File: src/hdl/chacha20_stream_xor_unit_defines.svh
// ----------------------------------------------------------------------------
// chacha20_stream_xor_unit assertion macros
// Shared concurrent assertion forms used across the cipher unit.
// ----------------------------------------------------------------------------
`ifndef CHACHA20_STREAM_XOR_UNIT_DEFINES_SVH
`define CHACHA20_STREAM_XOR_UNIT_DEFINES_SVH

// Condition that must hold at every clock edge outside reset.
`define CCX_ASSERT_ALWAYS(lbl, clk_s, rst_s, expr, msg) \
  lbl: assert property (@(posedge clk_s) disable iff (!rst_s) (expr)) \
    else $error(msg);

// Consequent must hold in the same cycle as the antecedent.
`define CCX_ASSERT_IMPL(lbl, clk_s, rst_s, ante, cons, msg) \
  lbl: assert property (@(posedge clk_s) disable iff (!rst_s) (ante) |-> (cons)) \
    else $error(msg);

// Consequent must hold in the cycle after the antecedent.
`define CCX_ASSERT_NEXT(lbl, clk_s, rst_s, ante, cons, msg) \
  lbl: assert property (@(posedge clk_s) disable iff (!rst_s) (ante) |=> (cons)) \
    else $error(msg);

`endif

File: src/hdl/ccx_pkg.sv
// ----------------------------------------------------------------------------
// ccx_pkg
// Types, constants and helper functions shared by the cipher unit.
// ----------------------------------------------------------------------------
package ccx_pkg;

  localparam int BLOCK_BYTES = 64;
  localparam int POS_W       = $clog2(BLOCK_BYTES);
  localparam int NUM_WORDS   = 16;
  localparam int CFG_IDX_W   = 3;
  localparam int CFG_DATA_W  = 64;

  typedef logic [31:0] word_t;
  typedef word_t [NUM_WORDS-1:0] block_t;

  localparam word_t SIGMA0 = 32'h6170_7865;
  localparam word_t SIGMA1 = 32'h3320_646e;
  localparam word_t SIGMA2 = 32'h7962_2d32;
  localparam word_t SIGMA3 = 32'h6b20_6574;

  typedef enum logic [CFG_IDX_W-1:0] {
    CFG_KEY0     = 3'd0,
    CFG_KEY1     = 3'd1,
    CFG_KEY2     = 3'd2,
    CFG_KEY3     = 3'd3,
    CFG_NONCE_LO = 3'd4,
    CFG_NONCE_HI = 3'd5,
    CFG_INIT_CNT = 3'd6
  } cfg_idx_t;

  typedef enum logic [1:0] {
    SEQ_IDLE,
    SEQ_ROUND,
    SEQ_FEED,
    SEQ_EMIT
  } seq_state_t;

  // Reordering of the entries within each state row, applied as a quarter-round completes.
  typedef enum logic [1:0] {
    PERM_NONE,
    PERM_ROW,
    PERM_DIAG,
    PERM_UNDIAG
  } perm_t;

  typedef struct packed {
    logic       load;
    logic       step_en;
    logic [1:0] step;
    perm_t      perm;
    logic       ff_en;
    logic [3:0] ff_idx;
  } ctrl_t;

  typedef struct packed {
    logic idle;
    logic emit;
  } stat_t;

  function automatic logic [4:0] rot_amt(logic [1:0] step);
    logic [4:0] amt;
    case (step)
      2'd0:    amt = 5'd16;
      2'd1:    amt = 5'd12;
      2'd2:    amt = 5'd8;
      default: amt = 5'd7;
    endcase
    return amt;
  endfunction

  function automatic word_t rotl(word_t v, logic [4:0] n);
    return (v << n) | (v >> (6'd32 - {1'b0, n}));
  endfunction

endpackage

File: src/hdl/ccx_in_if.sv
// ----------------------------------------------------------------------------
// ccx_in_if
// Input channel: one message byte and its end-of-message flag per word.
// ----------------------------------------------------------------------------
interface ccx_in_if;
  logic       valid;
  logic       ready;
  logic [7:0] in_byte;
  logic       last_byte;

  modport source (output valid, in_byte, last_byte, input ready);
  modport sink   (input valid, in_byte, last_byte, output ready);
endinterface

File: src/hdl/ccx_out_if.sv
// ----------------------------------------------------------------------------
// ccx_out_if
// Result channel: one enciphered byte and its end-of-message flag per word.
// ----------------------------------------------------------------------------
interface ccx_out_if;
  logic       valid;
  logic       ready;
  logic [7:0] out_byte;
  logic       out_last;

  modport source (output valid, out_byte, out_last, input ready);
  modport sink   (input valid, out_byte, out_last, output ready);
endinterface

File: src/hdl/chacha20_stream_xor_unit.sv
// ----------------------------------------------------------------------------
// chacha20_stream_xor_unit
// ChaCha20 keystream generator and byte-wise XOR for a streamed message.
//
// Each input word carries one message byte and a flag for the final byte;
// each result word carries that byte XORed with the keystream byte at the
// same message offset, plus the copied flag. A byte at offset 0 of a
// 64-byte block first builds that block: one shared add-xor-rotate unit
// performs one quarter-round step per cycle, then a feed-forward pass adds
// the start words; later bytes of the block reuse it. One byte is in
// flight at a time; the input is ready again once its result sits in
// the output register. Configuration must be written only while the unit
// is idle; the unit itself does not enforce this. Writing the initial
// counter also restarts the message.
// ----------------------------------------------------------------------------
`include "chacha20_stream_xor_unit_defines.svh"

module chacha20_stream_xor_unit
  import ccx_pkg::*;
#(
  parameter int DOUBLE_ROUNDS = 10
) (
  input  logic                  clk,
  input  logic                  rst_n,
  ccx_in_if.sink                in_ch,
  ccx_out_if.source             out_ch,
  input  logic                  cfg_wr_en,
  input  logic [CFG_IDX_W-1:0]  cfg_index,
  input  logic [CFG_DATA_W-1:0] cfg_wdata
);

  // Configuration registers.
  logic [63:0]      key_r [4];
  logic [63:0]      nonce_lo_r;
  logic [31:0]      nonce_hi_r;
  word_t            init_cnt_r;

  // Message position: block counter and byte offset within the block.
  word_t            blk_cnt_r;
  logic [POS_W-1:0] pos_r;

  // Word held while its keystream is produced.
  logic [7:0]       item_byte_r;
  logic             item_last_r;

  // Output register.
  logic [7:0]       out_byte_r;
  logic             out_last_r;
  logic             out_valid_r;

  logic             in_accept;
  logic             start_gen;
  logic             start_emit;
  logic             out_free;
  block_t           start_words;
  block_t           ks_words;
  word_t            ks_word;
  word_t            ks_shift;
  ctrl_t            seq_ctrl;
  stat_t            seq_stat;

  assign in_ch.ready = seq_stat.idle;
  assign in_accept   = in_ch.valid && in_ch.ready;
  assign start_gen   = in_accept && (pos_r == '0);
  assign start_emit  = in_accept && (pos_r != '0);
  assign out_free    = !out_valid_r || out_ch.ready;

  // Block input: constants, key, counter, nonce, little-endian words.
  always_comb begin
    start_words[0]  = SIGMA0;
    start_words[1]  = SIGMA1;
    start_words[2]  = SIGMA2;
    start_words[3]  = SIGMA3;
    start_words[4]  = key_r[0][31:0];
    start_words[5]  = key_r[0][63:32];
    start_words[6]  = key_r[1][31:0];
    start_words[7]  = key_r[1][63:32];
    start_words[8]  = key_r[2][31:0];
    start_words[9]  = key_r[2][63:32];
    start_words[10] = key_r[3][31:0];
    start_words[11] = key_r[3][63:32];
    start_words[12] = blk_cnt_r;
    start_words[13] = nonce_lo_r[31:0];
    start_words[14] = nonce_lo_r[63:32];
    start_words[15] = nonce_hi_r;
  end

  ccx_seq #(
    .DOUBLE_ROUNDS (DOUBLE_ROUNDS)
  ) u_seq (
    .clk        (clk),
    .rst_n      (rst_n),
    .start_gen  (start_gen),
    .start_emit (start_emit),
    .out_free   (out_free),
    .ctrl       (seq_ctrl),
    .stat       (seq_stat)
  );

  ccx_state u_state (
    .clk         (clk),
    .ctrl        (seq_ctrl),
    .start_words (start_words),
    .ks_words    (ks_words)
  );

  // Keystream bytes are taken little-endian from each state entry.
  assign ks_word  = ks_words[pos_r[POS_W-1:2]];
  assign ks_shift = ks_word >> {pos_r[1:0], 3'b000};

  always_ff @(posedge clk) begin
    if (in_accept) begin
      item_byte_r <= in_ch.in_byte;
      item_last_r <= in_ch.last_byte;
    end
    if (seq_stat.emit) begin
      out_byte_r <= item_byte_r ^ ks_shift[7:0];
      out_last_r <= item_last_r;
    end
  end

  always_ff @(posedge clk) begin
    if (!rst_n) begin
      out_valid_r <= 1'b0;
    end else if (seq_stat.emit) begin
      out_valid_r <= 1'b1;
    end else if (out_ch.ready) begin
      out_valid_r <= 1'b0;
    end
  end

  assign out_ch.valid    = out_valid_r;
  assign out_ch.out_byte = out_byte_r;
  assign out_ch.out_last = out_last_r;

  // Configuration writes take priority; writing the initial counter
  // restarts the message at that counter value.
  always_ff @(posedge clk) begin
    if (!rst_n) begin
      for (int i = 0; i < 4; i++) begin
        key_r[i] <= '0;
      end
      nonce_lo_r <= '0;
      nonce_hi_r <= '0;
      init_cnt_r <= '0;
      blk_cnt_r  <= '0;
      pos_r      <= '0;
    end else begin
      if (seq_stat.emit) begin
        if (item_last_r) begin
          pos_r     <= '0;
          blk_cnt_r <= init_cnt_r;
        end else begin
          pos_r <= pos_r + POS_W'(1);
          if (&pos_r) begin
            blk_cnt_r <= blk_cnt_r + 32'd1;
          end
        end
      end
      if (cfg_wr_en) begin
        case (cfg_idx_t'(cfg_index))
          CFG_KEY0:     key_r[0]   <= cfg_wdata;
          CFG_KEY1:     key_r[1]   <= cfg_wdata;
          CFG_KEY2:     key_r[2]   <= cfg_wdata;
          CFG_KEY3:     key_r[3]   <= cfg_wdata;
          CFG_NONCE_LO: nonce_lo_r <= cfg_wdata;
          CFG_NONCE_HI: nonce_hi_r <= cfg_wdata[31:0];
          CFG_INIT_CNT: begin
            init_cnt_r <= cfg_wdata[31:0];
            blk_cnt_r  <= cfg_wdata[31:0];
            pos_r      <= '0;
          end
          default: ;
        endcase
      end
    end
  end

  `CCX_ASSERT_NEXT(a_new_block_busy, clk, rst_n, in_accept && (pos_r == '0), !seq_stat.idle, "block generation did not start")
  `CCX_ASSERT_NEXT(a_emit_fills_output, clk, rst_n, seq_stat.emit, out_valid_r, "result not registered after emit")
  `CCX_ASSERT_NEXT(a_last_restarts, clk, rst_n, seq_stat.emit && item_last_r, (pos_r == '0) && (blk_cnt_r == init_cnt_r), "message did not restart after final byte")

endmodule

File: src/hdl/ccx_alu.sv
// ----------------------------------------------------------------------------
// ccx_alu
// Shared add, xor and rotate unit: one quarter-round step per cycle.
// ----------------------------------------------------------------------------
module ccx_alu
  import ccx_pkg::*;
(
  input  word_t      a_in,
  input  word_t      b_in,
  input  word_t      d_in,
  input  logic [4:0] rot_in,
  output word_t      sum_out,
  output word_t      mix_out
);

  assign sum_out = a_in + b_in;
  assign mix_out = rotl(d_in ^ sum_out, rot_in);

endmodule

File: src/hdl/ccx_state.sv
// ----------------------------------------------------------------------------
// ccx_state
// The sixteen 32-bit state registers with fixed taps into the shared unit.
// ----------------------------------------------------------------------------
module ccx_state
  import ccx_pkg::*;
(
  input  logic   clk,
  input  ctrl_t  ctrl,
  input  block_t start_words,
  output block_t ks_words
);

  block_t     w_r;
  block_t     w_nxt;
  word_t      alu_a;
  word_t      alu_b;
  word_t      alu_d;
  word_t      alu_sum;
  word_t      alu_mix;
  logic [4:0] alu_rot;

  // Rotate rows left by a per-row amount set by the kind; the quarter-round always works on column 0.
  function automatic block_t permute(block_t w, perm_t kind);
    block_t     p;
    logic [1:0] sh;
    logic [1:0] col;
    logic [3:0] src;
    p = w;
    for (int r = 0; r < 4; r++) begin
      case (kind)
        PERM_ROW:    sh = 2'd1;
        PERM_DIAG:   sh = 2'(r + 1);
        PERM_UNDIAG: sh = 2'(5 - r);
        default:     sh = 2'd0;
      endcase
      for (int j = 0; j < 4; j++) begin
        col = 2'(j) + sh;
        src = {2'(r), col};
        p[r*4+j] = w[src];
      end
    end
    return p;
  endfunction

  always_comb begin
    alu_rot = rot_amt(ctrl.step);
    alu_d   = ctrl.step[0] ? w_r[4] : w_r[12];
    if (ctrl.ff_en) begin
      alu_a = w_r[0];
      alu_b = start_words[ctrl.ff_idx];
    end else begin
      alu_a = ctrl.step[0] ? w_r[8]  : w_r[0];
      alu_b = ctrl.step[0] ? w_r[12] : w_r[4];
    end
  end

  ccx_alu u_alu (
    .a_in    (alu_a),
    .b_in    (alu_b),
    .d_in    (alu_d),
    .rot_in  (alu_rot),
    .sum_out (alu_sum),
    .mix_out (alu_mix)
  );

  always_comb begin
    w_nxt = w_r;
    if (ctrl.load) begin
      w_nxt = start_words;
    end else if (ctrl.step_en) begin
      if (ctrl.step[0]) begin
        w_nxt[8] = alu_sum;
        w_nxt[4] = alu_mix;
      end else begin
        w_nxt[0]  = alu_sum;
        w_nxt[12] = alu_mix;
      end
      if (ctrl.perm != PERM_NONE) begin
        w_nxt = permute(w_nxt, ctrl.perm);
      end
    end else if (ctrl.ff_en) begin
      // Feed-forward: shift down and append the sum, so once all sixteen entries
      // have passed, every entry holds its working value plus its start value.
      for (int i = 0; i < NUM_WORDS - 1; i++) begin
        w_nxt[i] = w_r[i+1];
      end
      w_nxt[NUM_WORDS-1] = alu_sum;
    end
  end

  always_ff @(posedge clk) begin
    w_r <= w_nxt;
  end

  assign ks_words = w_r;

endmodule

File: src/hdl/ccx_seq.sv
// ----------------------------------------------------------------------------
// ccx_seq
// Sequencer: round, quarter-round, step and feed-forward counters and the control FSM.
// ----------------------------------------------------------------------------
`include "chacha20_stream_xor_unit_defines.svh"

module ccx_seq
  import ccx_pkg::*;
#(
  parameter int DOUBLE_ROUNDS = 10
) (
  input  logic  clk,
  input  logic  rst_n,
  input  logic  start_gen,
  input  logic  start_emit,
  input  logic  out_free,
  output ctrl_t ctrl,
  output stat_t stat
);

  localparam int DR_W = $clog2(DOUBLE_ROUNDS);
  localparam logic [DR_W-1:0] DR_LAST = DR_W'(DOUBLE_ROUNDS - 1);

  seq_state_t      state_r;
  seq_state_t      state_nxt;
  logic [1:0]      step_r;
  logic [1:0]      step_nxt;
  logic [2:0]      qr_r;
  logic [2:0]      qr_nxt;
  logic [DR_W-1:0] dr_r;
  logic [DR_W-1:0] dr_nxt;
  logic [3:0]      ff_r;
  logic [3:0]      ff_nxt;
  logic            round_done;

  assign round_done = (step_r == 2'd3) && (qr_r == 3'd7) && (dr_r == DR_LAST);

  always_comb begin
    state_nxt = state_r;
    unique case (state_r)
      SEQ_IDLE: begin
        if (start_gen) begin
          state_nxt = SEQ_ROUND;
        end else if (start_emit) begin
          state_nxt = SEQ_EMIT;
        end
      end
      SEQ_ROUND: begin
        if (round_done) begin
          state_nxt = SEQ_FEED;
        end
      end
      SEQ_FEED: begin
        if (ff_r == 4'd15) begin
          state_nxt = SEQ_EMIT;
        end
      end
      SEQ_EMIT: begin
        if (out_free) begin
          state_nxt = SEQ_IDLE;
        end
      end
    endcase
  end

  always_comb begin
    ctrl         = '0;
    ctrl.load    = (state_r == SEQ_IDLE) && start_gen;
    ctrl.step_en = (state_r == SEQ_ROUND);
    ctrl.step    = step_r;
    ctrl.ff_en   = (state_r == SEQ_FEED);
    ctrl.ff_idx  = ff_r;
    ctrl.perm    = PERM_NONE;
    if ((state_r == SEQ_ROUND) && (step_r == 2'd3)) begin
      if (qr_r == 3'd3) begin
        ctrl.perm = PERM_DIAG;
      end else if (qr_r == 3'd7) begin
        ctrl.perm = PERM_UNDIAG;
      end else begin
        ctrl.perm = PERM_ROW;
      end
    end
    stat.idle = (state_r == SEQ_IDLE);
    stat.emit = (state_r == SEQ_EMIT) && out_free;
  end

  always_comb begin
    step_nxt = step_r;
    qr_nxt   = qr_r;
    dr_nxt   = dr_r;
    ff_nxt   = ff_r;
    if (state_r == SEQ_ROUND) begin
      step_nxt = step_r + 2'd1;
      if (step_r == 2'd3) begin
        qr_nxt = qr_r + 3'd1;
        if (qr_r == 3'd7) begin
          dr_nxt = (dr_r == DR_LAST) ? '0 : dr_r + DR_W'(1);
        end
      end
    end
    if (state_r == SEQ_FEED) begin
      ff_nxt = ff_r + 4'd1;
    end
  end

  always_ff @(posedge clk) begin
    if (!rst_n) begin
      state_r <= SEQ_IDLE;
      step_r  <= '0;
      qr_r    <= '0;
      dr_r    <= '0;
      ff_r    <= '0;
    end else begin
      state_r <= state_nxt;
      step_r  <= step_nxt;
      qr_r    <= qr_nxt;
      dr_r    <= dr_nxt;
      ff_r    <= ff_nxt;
    end
  end

  `CCX_ASSERT_IMPL(a_feed_counters_wrapped, clk, rst_n, state_r == SEQ_FEED, (step_r == 2'd0) && (qr_r == 3'd0) && (dr_r == '0), "round counters not wrapped at feed-forward")
  `CCX_ASSERT_IMPL(a_ff_idle_zero, clk, rst_n, state_r != SEQ_FEED, ff_r == 4'd0, "feed-forward count left non-zero")
  `CCX_ASSERT_ALWAYS(a_ctrl_exclusive, clk, rst_n, !(ctrl.step_en && ctrl.ff_en) && !(ctrl.load && (ctrl.step_en || ctrl.ff_en)), "overlapping state register controls")

endmodule

File: src/flat_wrapper.sv
// flat-port wrapper written by rule: the top's interface ports become plain ports
module chacha20_stream_xor_unit_flat import ccx_pkg::*;
#(
  parameter int DOUBLE_ROUNDS = 10
)
  (clk, rst_n, cfg_wr_en, cfg_index, cfg_wdata, in_ch_valid, in_ch_in_byte, in_ch_last_byte, in_ch_ready, out_ch_valid, out_ch_out_byte, out_ch_out_last, out_ch_ready);
  ccx_in_if in_ch_i ();
  ccx_out_if out_ch_i ();
  input  logic clk;
  input  logic rst_n;
  input  logic cfg_wr_en;
  input  logic [CFG_IDX_W-1:0] cfg_index;
  input  logic [CFG_DATA_W-1:0] cfg_wdata;
  input wire logic [$bits(in_ch_i.valid)-1:0] in_ch_valid;
  input wire logic [$bits(in_ch_i.in_byte)-1:0] in_ch_in_byte;
  input wire logic [$bits(in_ch_i.last_byte)-1:0] in_ch_last_byte;
  output wire logic [$bits(in_ch_i.ready)-1:0] in_ch_ready;
  output wire logic [$bits(out_ch_i.valid)-1:0] out_ch_valid;
  output wire logic [$bits(out_ch_i.out_byte)-1:0] out_ch_out_byte;
  output wire logic [$bits(out_ch_i.out_last)-1:0] out_ch_out_last;
  input wire logic [$bits(out_ch_i.ready)-1:0] out_ch_ready;
  assign in_ch_i.valid = in_ch_valid;
  assign in_ch_i.in_byte = in_ch_in_byte;
  assign in_ch_i.last_byte = in_ch_last_byte;
  assign in_ch_ready = in_ch_i.ready;
  assign out_ch_valid = out_ch_i.valid;
  assign out_ch_out_byte = out_ch_i.out_byte;
  assign out_ch_out_last = out_ch_i.out_last;
  assign out_ch_i.ready = out_ch_ready;
  chacha20_stream_xor_unit #(.DOUBLE_ROUNDS(DOUBLE_ROUNDS)) u_core (.clk(clk), .rst_n(rst_n), .in_ch(in_ch_i), .out_ch(out_ch_i), .cfg_wr_en(cfg_wr_en), .cfg_index(cfg_index), .cfg_wdata(cfg_wdata));
endmodule
File: config.mk
export PLATFORM = sky130hd
export DESIGN_NAME = chacha20_stream_xor_unit_flat
export DESIGN_NICKNAME = d
export VERILOG_FILES = /design/src/hdl/ccx_pkg.sv /design/src/hdl/ccx_in_if.sv /design/src/hdl/ccx_out_if.sv /design/src/hdl/chacha20_stream_xor_unit.sv /design/src/hdl/ccx_alu.sv /design/src/hdl/ccx_state.sv /design/src/hdl/ccx_seq.sv /design/src/flat_wrapper.sv
export VERILOG_INCLUDE_DIRS = /design/src /design/src/hdl
export SDC_FILE = /design/constraint.sdc
export NUM_CORES = 2
export LEC_CHECK = 0
export CORE_MARGIN = 5
export CORE_UTILIZATION = 30
export DETAILED_ROUTE_END_ITERATION = 16
export DONT_BUFFER_PORTS = 1
export PLACE_DENSITY_LB_ADDON = 0.3
export SKIP_LAST_GASP = 1
export SYNTH_ARGS = -nofsm -noshare
export SYNTH_HDL_FRONTEND = slang
export SYNTH_HIERARCHICAL = 1
export SYNTH_SLANG_ARGS = --single-unit
File: constraint.sdc
create_clock -name clk -period 32.7 [get_ports clk]
set_clock_uncertainty 0.2 [all_clocks]
set_input_delay 4.905 -clock clk [delete_from_list [all_inputs] [get_ports clk]]
set_output_delay 4.905 -clock clk [all_outputs]
set_load 0.01 [all_outputs]
; Word level (Yosys, flattened, before mapping)
; Memories as Yosys holds them, arrays and structs flattened.
; Cells that the tools add are included.
[op_classes]
reduce_logical = 30
shift = 3
n_bitwise = 7
muxes = 116
n_eq_ne = 25
n_addsub = 20
order_cmp = 18
[ops]
columns = cell, count
row1 = 512-bit 2-to-1 mux, 4
row2 = 32-bit 2-to-1 mux, 40
row3 = 32-bit binary-select mux with 2-bit select, 16
row4 = 32-bit binary-select mux with 4-bit select, 2
row5 = 64-bit 2-to-1 mux, 4
row6 = "4-bit by 5-bit < comparator with 1-bit output, second input constant", 10
row7 = 2-bit 2-to-1 mux, 20
row8 = "32-bit by 1-bit adder with 32-bit output, second input constant", 1
row9 = 32-bit adder, 1
row10 = 32-bit OR, 1
row11 = 32-bit by 5-bit left shift with 32-bit output, 1
row12 = 32-bit by 5-bit right shift with 8-bit output, 1
row13 = 32-bit by 6-bit right shift with 32-bit output, 1
row14 = 32-bit bitwise XOR, 1
row15 = 6-bit 2-to-1 mux, 4
row16 = "2-bit by 5-bit < comparator with 1-bit output, second input constant", 4
row17 = "3-bit by 5-bit < comparator with 1-bit output, second input constant", 4
row18 = 1-bit 2-to-1 mux, 20
row19 = "2-bit adder, first input constant", 8
row20 = 5-bit case mux with 3 select lines, 1
row21 = "2-bit == test, second input constant", 6
row22 = "3-bit == test, second input constant", 4
row23 = 2-bit case mux with 2 select lines, 3
row24 = 2-bit AND reduction, 6
row25 = other kinds (31), 56
[totals]
n_memories = 1
reg_bits = 712
out_inout_bits = 11
ramBits = 256
[mem_list]
columns = memory, words, word_bits, read_ports, rd_ports_with_merged_regs, wr, line_no
row1 = u_core.key_r, 4, 64, 4, 0, 4, chacha20_stream_xor_unit.sv:33  ; logic [63:0] key_r [4];

; Depth between registers and ports, before layout
[logic_depth]
word_depth = 16
depth_mapped = 24

; Modules after synthesis
; The synthesis kept the hierarchy.
[modules_own_cells]
columns = module, n_inst, cells_per_inst, seq_area_each_um2, area_per_inst_um2
row1 = ccx_state, 1, 3703, 15374.7, 40137.2
row2 = chacha20_stream_xor_unit, 1, 1967, 11571.1, 21265.4
row3 = ccx_alu, 1, 930, 0.0, 6432.4
row4 = ccx_seq, 1, 90, 300.3, 825.8

; Least setup slack after synthesis
; No wires, ideal clock.
[synth_path]
kind = input to register
start = input port in_ch_valid
end = register u_core.u_state.w_r, in the netlist u_core/u_state/ks_words[100], enable pin
path_stages = 8
path_slack_ns = 15.187
n_path_buf = 3
setup_ns = 0.748
required_ns = 31.752
arrival_time_ns = 16.565
path_cell_list = nand2_1 > nor2_1 > and2_1 > buf_2 > buf_4 > buf_2 > or3_1 > o21a_1
[synth_lines]
columns = item, line_no
row1 = from (decl), flat_wrapper.sv:14  ; input wire logic [$bits(in_ch_i.valid)-1:0] in_ch_valid;
row2 = to (signal assigned), ccx_state.sv:93  ; w_r <= w_nxt;
row3 = to (decl), ccx_state.sv:14  ; block_t w_r;

==> qor.csv <==
metric,value,unit
area taken by multi-input logic gates,39400,sq um
Area Growth Syn to Fin,10.7,%
Resized cells post-CTS,0,
worst slew pin tran,1.40,ns
Num CTS Buffers,109,
Max Slew Vio Count,0,
cell area after layout,76000,sq um
Fillers,22900,
largest net degree at the start of global routing,186,
HP Start,u_core/init_cnt_r[15]$_SDFFE_PN0P_,
height of the die,488,um
syn avg cell area,10.3,sq um
Final nets,6747,
WL/cell,33.4,um
number of synthesized flops with an enable pin,786,
Synth Instances,6690,
most frequent cell after synthesis,nand2_1,
placed cell area,72300,sq um
max_cap viols,0,
Critical Path Start,in_ch_valid,
Final ANT Viol Nets,0,
Crit Path Max Fanout,65,
CTS Hold Bufs,0,
critical path endpoint category,flop,
Synth top area share,0.344,
Synth area leaders,"edfxtp_1 (34%), mux4_2 (13%), nand2_1 (6.1%), dfxtp_1 (5.3%), mux2_2 (4.4%)",
WHS Endpoint,u_core/init_cnt_r[15]$_SDFFE_PN0P_,
starting density of the core,0.302,
global-route wire length before repair,449000,um
Startpoint Class,primary input,
Max Root-Sink Buffers,3,
ys async rst share,0,
htree depth,3,
row cnt,175,
TritonRoute pass-1 iters,8,
Final setup viols,0,
later-pin clock latency in the skew report,0.80,ns
hold crit path type,flop to flop,
CORE AREA,227000,sq um
"Req. time, crit path",32.89,ns
GRT Total Usage,0.261,
Reg area,27300,sq um
worst reg2reg path depth,19,
r2r setup slk,23.34,ns
RSZ-0062 raised after global routing,no,
yosys warns,6,
Reg-to-Reg Start,u_core/u_seq/ff_r[3]$_SDFFE_PN0P_,
"top cells by count, synth","nand2_1 (1123), edfxtp_1 (786), a21oi_1 (466)",
Final GP Congestion,0.997,
outcome,"finished, final reports clean",
I/O pins,92,
clock-pin slew on the worst setup and hold paths,0.06,ns
Total Routed Length,325000,um
Die ar.,239000,sq um
initial antenna violation count,25,
CTS Root Cell,clkbuf_16,
post-route minimum period,10.46,ns
postcts setup bufs,0,
IO buf count,0,
endpoint of the worst-slack reg-to-reg timing path,u_core/u_state/ks_words[131]$_DFFE_PP_,
Synth Register Bits,968,
placed cells,9508,
critical path arrival,10.65,ns
synthesized area,68700,sq um
critical path class,primary input to flop,
"non-filler cells, final",9746,
die width,488,um
synth unique cells,106,
Detail Placement HPWL,206000,um
"Seq/Total Area, Yosys",0.397,
post-route setup TNS,0,ns
vias post-DR,61500,
share of post-route cells with drive strength above 1,0.168,
Synth area leader,edfxtp_1,
vias in the first global route,57600,
Max Freq,95.6,MHz
Slew HR,0.0591,
DR iter-0 viols,9455,
total gr overflow,0,
CTS tree,built,
clk sinks,968,
final hold vios,0,
DR vias/cell,6.31,
period utilisation layout,0.320,
# DRC,0,
Hold Crit Depth,2,
ys flop type,edfxtp_1,
cells by family after synthesis:
group                    synth area share
adder cells (fa/ha/maj)            0.0103
XOR/XNOR                           0.0178
flip-flops                          0.397
AO/OA/AOI/OAI                       0.181
multiplexers                        0.218
AND/OR/NAND/NOR                     0.126
other                            0.000109
buffers and inverters              0.0493
cells in the final DEF, fill, tap and decap left out, drive strengths merged, types with 26 or more instances in the layout:
| cell | n |
|---|---|
| o21a | 45 |
| inv | 128 |
| mux2 | 268 |
| and2 | 174 |
| o211ai | 63 |
| mux2i | 275 |
| conb | 256 |
| a22oi | 254 |
| nor2 | 375 |
| o21ai | 355 |
| dfxtp | 182 |
| a221oi | 123 |
| nand3 | 49 |
| o2bb2ai | 35 |
| o221ai | 40 |
| nand2 | 1123 |
| a31oi | 29 |
| mux4 | 407 |
| nor2b | 58 |
| a32oi | 50 |
| a211o | 46 |
| ha | 55 |
| a221o | 46 |
| xor2 | 34 |
| a211oi | 75 |
| a21oi | 467 |
| nor3 | 32 |
| buf | 179 |
| a2bb2oi | 26 |
| nor4 | 28 |
| nand2b | 46 |
| clkinv | 30 |
| edfxtp | 786 |
| nand4 | 39 |
| diode | 30 |
| clkbuf | 166 |
| o22ai | 107 |
| xnor2 | 79 |
final cells by class:
type                    instances  share of cell area
clock inverters                42             0.00563
flip-flops and latches        968               0.359
repair buffers                179              0.0188
well taps                    3009              0.0495
clock buffers                 166              0.0420
diodes                         30            0.000988
inverters                     122             0.00619
multi-input cells            5230               0.518
worst max-delay path, stage by stage:
cell and delay (ns):
nand2_1 0.16, nor2_1 0.28, and2_4 0.55, or3_4 0.49, o21a_4 0.71, buf_4 0.80
buf_4 0.96, buf_4 0.71, buf_4 0.79
registers in the layout (all words and copies together), names as in the netlist:
| register | count |
|---|---|
| u_core/pos_r | 6 |
| u_core/blk_cnt_r | 32 |
| u_core/u_state/ks_words | 512 |
| u_core/out_ch.out_last | 1 |
| u_core/item_byte_r | 8 |
| u_core/u_seq/qr_r | 3 |
| u_core/u_seq/ff_r | 4 |
| u_core/out_ch.valid | 1 |
| u_core/u_seq/step_r | 2 |
| u_core/u_seq/state_r | 2 |
| u_core/key_r | 256 |
| u_core/u_seq/dr_r | 4 |
| u_core/nonce_hi_r | 32 |
| u_core/nonce_lo_r | 64 |
| u_core/init_cnt_r | 32 |
| u_core/out_ch.out_byte | 8 |
| u_core/item_last_r | 1 |
worst max path at each step:
stage                                        endpoint  slack [ns]  cells after the start
6_report       u_core/u_state/ks_words[215]$_DFFE_PP_       22.24                      9
2_1_floorplan  u_core/u_state/ks_words[100]$_DFFE_PP_       15.19                      8
3_5_place_dp   u_core/u_state/ks_words[247]$_DFFE_PP_       21.53                      9
5_1_grt        u_core/u_state/ks_words[183]$_DFFE_PP_       22.13                      9
4_1_cts        u_core/u_state/ks_words[375]$_DFFE_PP_       22.38                      9
3_3_place_gp   u_core/u_state/ks_words[215]$_DFFE_PP_       21.73                      9
layer usage:
layer	share of wire	wire length, um	GRT usage	vias to the layer above
met2	0.43	141000	0.393	4639
met3	0.13	41700	0.0763	999
met4	0.074	24200	0.169	14
li1	-	-	-	25200
met1	0.36	118000	0.328	30600
met5	0.00028	92	0	-
stage by stage:
step	hold slack, ns	setup WS, ns	util
6_report	0.250	22.24	0.334
3_5_place_dp	0.243	21.53	0.318
5_1_grt	0.270	22.13	0.334
4_1_cts	0.252	22.38	0.334
2_1_floorplan	0.231	15.19	-
3_3_place_gp	0.237	21.73	0.318
Power is left out: the tool's default activity adds up to more than one toggle a clock period on the data nets, which glitch-free logic cannot reach.
